<file path="src/rtl/cuckoo_hash_set_assert.svh">
// assertion macros for the cuckoo hash set
// no dependencies
`ifndef CUCKOO_HASH_SET_ASSERT_SVH
`define CUCKOO_HASH_SET_ASSERT_SVH

// implication checked every clock outside reset
`define CHS_ASSERT_IMPL(lbl, clk, rst_n, ante, cons) \
    lbl: assert property (@(posedge clk) disable iff (!rst_n) (ante) |-> (cons)) \
        else $error("assertion failed");

// next-cycle implication checked outside reset
`define CHS_ASSERT_NEXT(lbl, clk, rst_n, ante, cons) \
    lbl: assert property (@(posedge clk) disable iff (!rst_n) (ante) |=> (cons)) \
        else $error("assertion failed");

`endif

</file>
<file path="src/rtl/chs_pkg.sv">
// package for the cuckoo hash set: types, constants and a rotate helper for the hashes
// no dependencies
package chs_pkg;

    localparam int SLOTS = 1024;
    localparam int IDX_W = $clog2(SLOTS);
    localparam int CNT_W = 12;
    localparam int KICK_W = 17;
    localparam logic [KICK_W-1:0] KICKS_RESET = 17'd2048;

    localparam logic [1:0] FUNC_INSERT = 2'd0;
    localparam logic [1:0] FUNC_LOOKUP = 2'd1;
    localparam logic [1:0] FUNC_DELETE = 2'd2;
    localparam logic [1:0] FUNC_NOP    = 2'd3;

    localparam logic [1:0] ST_DONE    = 2'd0;
    localparam logic [1:0] ST_PRESENT = 2'd1;
    localparam logic [1:0] ST_FULL    = 2'd2;
    localparam logic [1:0] ST_MISS    = 2'd3;

    localparam logic [31:0] MM_C1   = 32'hcc9e2d51;
    localparam logic [31:0] MM_C2   = 32'h1b873593;
    localparam logic [31:0] MM_N    = 32'he6546b64;
    localparam logic [31:0] MM_SEED = 32'h12345678;
    localparam logic [31:0] MM_F1   = 32'h85ebca6b;
    localparam logic [31:0] MM_F2   = 32'hc2b2ae35;
    localparam logic [31:0] FNV_OFS = 32'd2166136261;
    localparam logic [31:0] FNV_PRM = 32'd16777619;

    typedef struct packed {
        logic [1:0]  func;
        logic [31:0] key;
    } t_in_word;

    typedef struct packed {
        logic [1:0]       status;
        logic             found;
        logic [31:0]      homeless_key;
        logic [CNT_W-1:0] entry_count;
    } t_out_word;

    // classified item handed from front to back
    typedef struct packed {
        logic [1:0]       func;
        logic [31:0]      key;
        logic [IDX_W-1:0] idx1;
        logic [IDX_W-1:0] idx2;
    } t_job;

    function automatic logic [31:0] rotl(input logic [31:0] x, input int r);
        rotl = (x << r) | (x >> (32 - r));
    endfunction

endpackage

</file>
<file path="src/rtl/chs_hash.sv">
// pipelined hash unit: murmur3 and fnv-1a slot indices, one word a cycle
// depends on chs_pkg
module chs_hash import chs_pkg::*; (
    input  logic             i_clk,
    input  logic             i_rst_n,
    input  logic             i_valid,
    input  logic [31:0]      i_key,
    output logic             o_valid,
    output logic [IDX_W-1:0] o_idx1,
    output logic [IDX_W-1:0] o_idx2
);
    logic [5:0]  r_v;
    logic [31:0] r_m0, r_m1, r_m2, r_m3, r_m4, r_m5;
    logic [31:0] r_f0, r_f1, r_f2, r_f3;
    logic [31:0] n_m1, n_m3, n_m4;
    logic [IDX_W-1:0] r_f4, r_f5;
    logic [31:0] r_key_d1, r_key_d2, r_key_d3;

    // valid pipe
    always_ff @(posedge i_clk) begin
        if (!i_rst_n) r_v <= '0;
        else          r_v <= {r_v[4:0], i_valid};
    end

    always_comb begin
        n_m1 = rotl(r_m0, 15);
        n_m3 = r_m2 ^ 32'd4;
        n_m3 = n_m3 ^ (n_m3 >> 16);
        n_m4 = r_m3 ^ (r_m3 >> 13);
    end

    // at most one multiply per hash in each stage
    always_ff @(posedge i_clk) begin
        r_m0 <= i_key * MM_C1;
        r_f0 <= (FNV_OFS ^ {24'd0, i_key[7:0]}) * FNV_PRM;
        r_m1 <= n_m1 * MM_C2;
        r_f1 <= (r_f0 ^ {24'd0, r_key_d1[15:8]}) * FNV_PRM;
        r_m2 <= rotl(MM_SEED ^ r_m1, 13) * 32'd5 + MM_N;
        r_f2 <= (r_f1 ^ {24'd0, r_key_d2[23:16]}) * FNV_PRM;
        r_m3 <= n_m3 * MM_F1;
        r_f3 <= (r_f2 ^ {24'd0, r_key_d3[31:24]}) * FNV_PRM;
        r_m4 <= n_m4 * MM_F2;
        r_f4 <= r_f3[IDX_W-1:0];
        r_m5 <= r_m4 ^ (r_m4 >> 16);
        r_f5 <= r_f4;
    end

    // key delay line for the byte-serial fnv
    always_ff @(posedge i_clk) begin
        r_key_d1 <= i_key;
        r_key_d2 <= r_key_d1;
        r_key_d3 <= r_key_d2;
    end

    assign o_valid = r_v[5];
    assign o_idx1  = r_m5[IDX_W-1:0];
    assign o_idx2  = r_f5;
endmodule

</file>
<file path="src/rtl/chs_front.sv">
// front end: takes input words, hashes the key, queues classified jobs
// depends on chs_pkg, chs_hash
module chs_front import chs_pkg::*; (
    input  logic     i_clk,
    input  logic     i_rst_n,
    input  logic     i_valid,
    output logic     o_ready,
    input  t_in_word i_data,
    output logic     o_job_valid,
    input  logic     i_job_ready,
    output t_job     o_job
);
    localparam int QD = 8;
    localparam int QW = $clog2(QD);

    logic [QW:0]   r_used;
    logic [31:0]   r_key [6];
    logic [1:0]    r_fn  [6];
    logic          h_valid;
    logic [IDX_W-1:0] h_idx1, h_idx2;
    t_job          r_q [QD];
    logic [QW-1:0] r_wp, r_rp;
    logic [QW:0]   r_cnt;
    logic          acc, push, pop;

    // in-flight plus queued must fit the queue
    assign o_ready = (r_used < (QW+1)'(QD));
    assign acc     = i_valid && o_ready;
    assign push    = h_valid;
    assign pop     = o_job_valid && i_job_ready;

    chs_hash u_hash (
        .i_clk(i_clk), .i_rst_n(i_rst_n), .i_valid(acc), .i_key(i_data.key),
        .o_valid(h_valid), .o_idx1(h_idx1), .o_idx2(h_idx2)
    );

    // key and func ride alongside the hash pipe
    always_ff @(posedge i_clk) begin
        r_key[0] <= i_data.key;
        r_fn[0]  <= i_data.func;
        for (int k = 1; k < 6; k++) begin
            r_key[k] <= r_key[k-1];
            r_fn[k]  <= r_fn[k-1];
        end
    end

    // job queue
    always_ff @(posedge i_clk) begin
        if (!i_rst_n) begin
            r_wp <= '0; r_rp <= '0; r_cnt <= '0; r_used <= '0;
        end else begin
            if (push) r_wp <= r_wp + 1'b1;
            if (pop)  r_rp <= r_rp + 1'b1;
            r_cnt  <= r_cnt + (QW+1)'(push) - (QW+1)'(pop);
            r_used <= r_used + (QW+1)'(acc) - (QW+1)'(pop);
        end
    end
    always_ff @(posedge i_clk) begin
        if (push) r_q[r_wp] <= '{func: r_fn[5], key: r_key[5], idx1: h_idx1, idx2: h_idx2};
    end

    assign o_job_valid = (r_cnt != '0);
    assign o_job       = r_q[r_rp];
endmodule

</file>
<file path="config.mk">
export PLATFORM = sky130hd
export DESIGN_NAME = chs_front
export DESIGN_NICKNAME = d
export VERILOG_FILES = /design/src/rtl/cuckoo_hash_set_assert.svh /design/src/rtl/chs_pkg.sv /design/src/rtl/chs_hash.sv /design/src/rtl/chs_front.sv
export SDC_FILE = /design/constraint.sdc
export NUM_CORES = 2
export LEC_CHECK = 0
export ABC_AREA = 1
export BUFFER_PORTS_ARGS = -buffer_cell sky130_fd_sc_hd__buf_4
export CAP_MARGIN = 25
export CORE_AREA = 2 2 361 363
export DETAILED_ROUTE_END_ITERATION = 10
export DIE_AREA = 0 0 363 365
export PLACE_DENSITY = 0.68
export SYNTH_ARGS = -nofsm -noshare
export SYNTH_HDL_FRONTEND = slang
export SYNTH_SLANG_ARGS = --single-unit
</file>
<file path="constraint.sdc">
create_clock -name i_clk -period 16.16 [get_ports i_clk]
set_clock_uncertainty 0.2 [all_clocks]
set_input_delay 1.616 -clock i_clk [delete_from_list [all_inputs] [get_ports i_clk]]
set_output_delay 1.616 -clock i_clk [all_outputs]
set_load 0.05 [all_outputs]
</file>
==> out/qor.yml <==
grt_use_total: 0.225
synth_area_mm2: 0.0641
critPathKind: "reg2reg"
wirelength_um: 147000
path_cells: "xor2_1 -> fa_1 -> fa_1 -> inv_1 -> fa_1 -> fa_1 -> inv_1 -> fa_1 -> fa_1 -> fa_1 -> inv_1 -> fa_1 -> inv_1 -> ha_1 -> a21oi_1 -> o21ai_0 -> nor2_1 -> nand3_1 -> a21oi_1 -> inv_1 -> nand2_1 -> nand2_1"
hold_viol_final: 0
io_buffers: 93
post_cts_resized: 0
placed_area_mm2: 0.0667
synth-edff-count: 432
cp_max_fo: 8
io_pins: 94
clkLatencyLatePin_ps: 690
arrival_ps: 7720
place_hpwl_um: 114000
drtAntennaViolNets: 0
drt_iter0_markers: 2514
die-height_um: 365
gp_congestion: 0.969
ys_seq_elements: 873
final_cell_area_mm2: 0.0698
period_needed_ps: 7350
critPathTopFamily: "adder cells"
path_buf_inv: 5
syn_nets: 7804
final_layout_size_suffix_gt1_frac: 0.0504
syn_avg_cell_area_um2: 10.4
cts_buffer_depth: 3
grt_max_degree: 116
die_w_um: 363
numCtsBuffers: 89
layout_setup_ws_ps: 8810
die_area_mm2: 0.132
drtPass1Iterations: 6
setup_tns_ps: 0
diodes: 0
cts_root_buf: "clkbuf_16"
cap_violations: 0
place_ws_ps: 8740
final_cell_mix: "1437 x inv_1, 909 x ha_1, 692 x fa_1"
n_fill_cell: 11000
crit_top_cell: "fa_1"
fmax_mhz: 136
cp-end-kind: "register"
async_reset_ff_frac: 0
worstSetupStartpointType: "register"
fin_crit_sh: 0.455
rsz0062_at_grt: "false"
grt.overflow.total: 0
antenna_found_initial: 3
grt_pass1_vias: 41800
seq_area_frac_synth: 0.340
area_growth_pct: 8.99
cts_hold_buf: 0
cts_setup_buffers: 0
setup_viol: 0
synthCells: 6165
initial_utilization: 0.498
clkTransAtPathRegs_ps: 60
cts_tree: "built"
synth_ff_type: "dfxtp_1"
vias: 40800
clock-sinks: 873
relSlewSlack: 0.292
ys_types: 53
worst_pin_slew_ps: 1060
finalNetCount: 7928
status: "finished, final reports clean"
cp.required_ps: 16540
wl_per_cell_um: 18.3
rows: 132
core_area_mm2: 0.129
drv_slew: 0
ys.warnings.count: 0
drt-vias-per-instance: 5.08
htree_levels: 3
drc_errors: 0
hold_path_class: "reg2reg"
layout_commonest_cell: "inv_1"
grt_pass1_wl_um: 230000
cp_slowest_stage_delay_ps: 740
cp_slowest_cell: "xor2_1"
[worst paths after layout]
path	start	end	slack, ps	cells after the start
setup / recovery	u_hash.r_m2[26]$_DFF_P_	u_hash.r_m3[31]$_DFF_P_	8810	22
hold / removal	r_key[1][27]$_DFF_P_	r_key[2][27]$_DFF_P_	90	0
setup reg to reg	u_hash.r_m2[26]$_DFF_P_	u_hash.r_m3[31]$_DFF_P_	8810	22
hold reg to reg	r_key[1][27]$_DFF_P_	r_key[2][27]$_DFF_P_	90	0
[cell families (layout without fill, tap and decap cells)]
kind of cell	count (synthesis)	count (layout)	synth area share
XOR/XNOR	306	306	0.0418
flip-flops	873	873	0.340
AO/OA/AOI/OAI	652	652	0.0574
AND/OR/NAND/NOR	1209	1209	0.0764
adder cells (fa/ha/maj)	1601	1601	0.394
buffers and inverters	1524	1723	0.0902
[metrics by stage]
step	utilization	instances	hold slack (ps)
after global placement	0.519	7873	110
after detailed placement	0.519	7873	112
final	0.543	8039	92.8
after global routing	0.543	8039	93.5
after floorplan	-	6165	110
after CTS	0.543	8039	92.6
[layout make-up]
type | instances | area (um^2) | area share
flip-flops and latches | 873 | 21800 | 0.312
well taps | 1675 | 2100 | 0.0300
multi-input cells | 3768 | 36500 | 0.523
inverters | 1442 | 5420 | 0.0776
clock inverters | 55 | 592 | 0.00848
clock buffers | 111 | 2500 | 0.0358
repair buffers | 115 | 863 | 0.0124
[cells in the mapped netlist (9+ instances only)]
| cell type | n | share of area |
|---|---|---|
| a21o_1 | 19 | 0.0022 |
| a21oi_1 | 156 | 0.012 |
| a31oi_1 | 67 | 0.0065 |
| buf_1 | 9 | 0.00053 |
| buf_2 | 19 | 0.0015 |
| clkbuf_1 | 47 | 0.0028 |
| dfxtp_1 | 441 | 0.14 |
| edfxtp_1 | 432 | 0.20 |
| fa_1 | 692 | 0.22 |
| ha_1 | 909 | 0.18 |
| inv_1 | 1437 | 0.084 |
| nand2_1 | 495 | 0.029 |
| nand3_1 | 96 | 0.0075 |
| nand3b_1 | 18 | 0.0021 |
| nand4_1 | 19 | 0.0019 |
| nor2_1 | 528 | 0.031 |
| nor3_1 | 21 | 0.0016 |
| o21ai_0 | 281 | 0.022 |
| o21ai_1 | 11 | 0.00086 |
| o21bai_1 | 19 | 0.0022 |
| o22ai_1 | 54 | 0.0053 |
| xnor2_1 | 104 | 0.014 |
| xor2_1 | 202 | 0.028 |
[per-layer routing]
layer	vias up	GRT usage	part of all wire
met5	-	0	0
met1	19900	0.304	0.44
met2	998	0.370	0.47
li1	19800	-	-
met3	199	0.0444	0.067
met4	0	0.0599	0.024
[state kept, by name (all words and copies together), names as in the netlist, named ones only]
signal	cells
r_fn	12
u_hash.r_m3	32
u_hash.r_f3	10
u_hash.r_f4	10
r_used	4
u_hash.r_m5	10
u_hash.r_m0	32
u_hash.r_f0	10
u_hash.r_f2	10
r_rp	3
r_wp	3
u_hash.r_v	6
u_hash.r_m2	32
r_key	188
u_hash.r_m1	32
r_q	432
u_hash.r_m4	20
u_hash.o_idx2	10
u_hash.r_f1	10
r_cnt	4
Power is left out: the tool's default activity adds up to more than one toggle a clock period on the data nets, which glitch-free logic cannot reach.
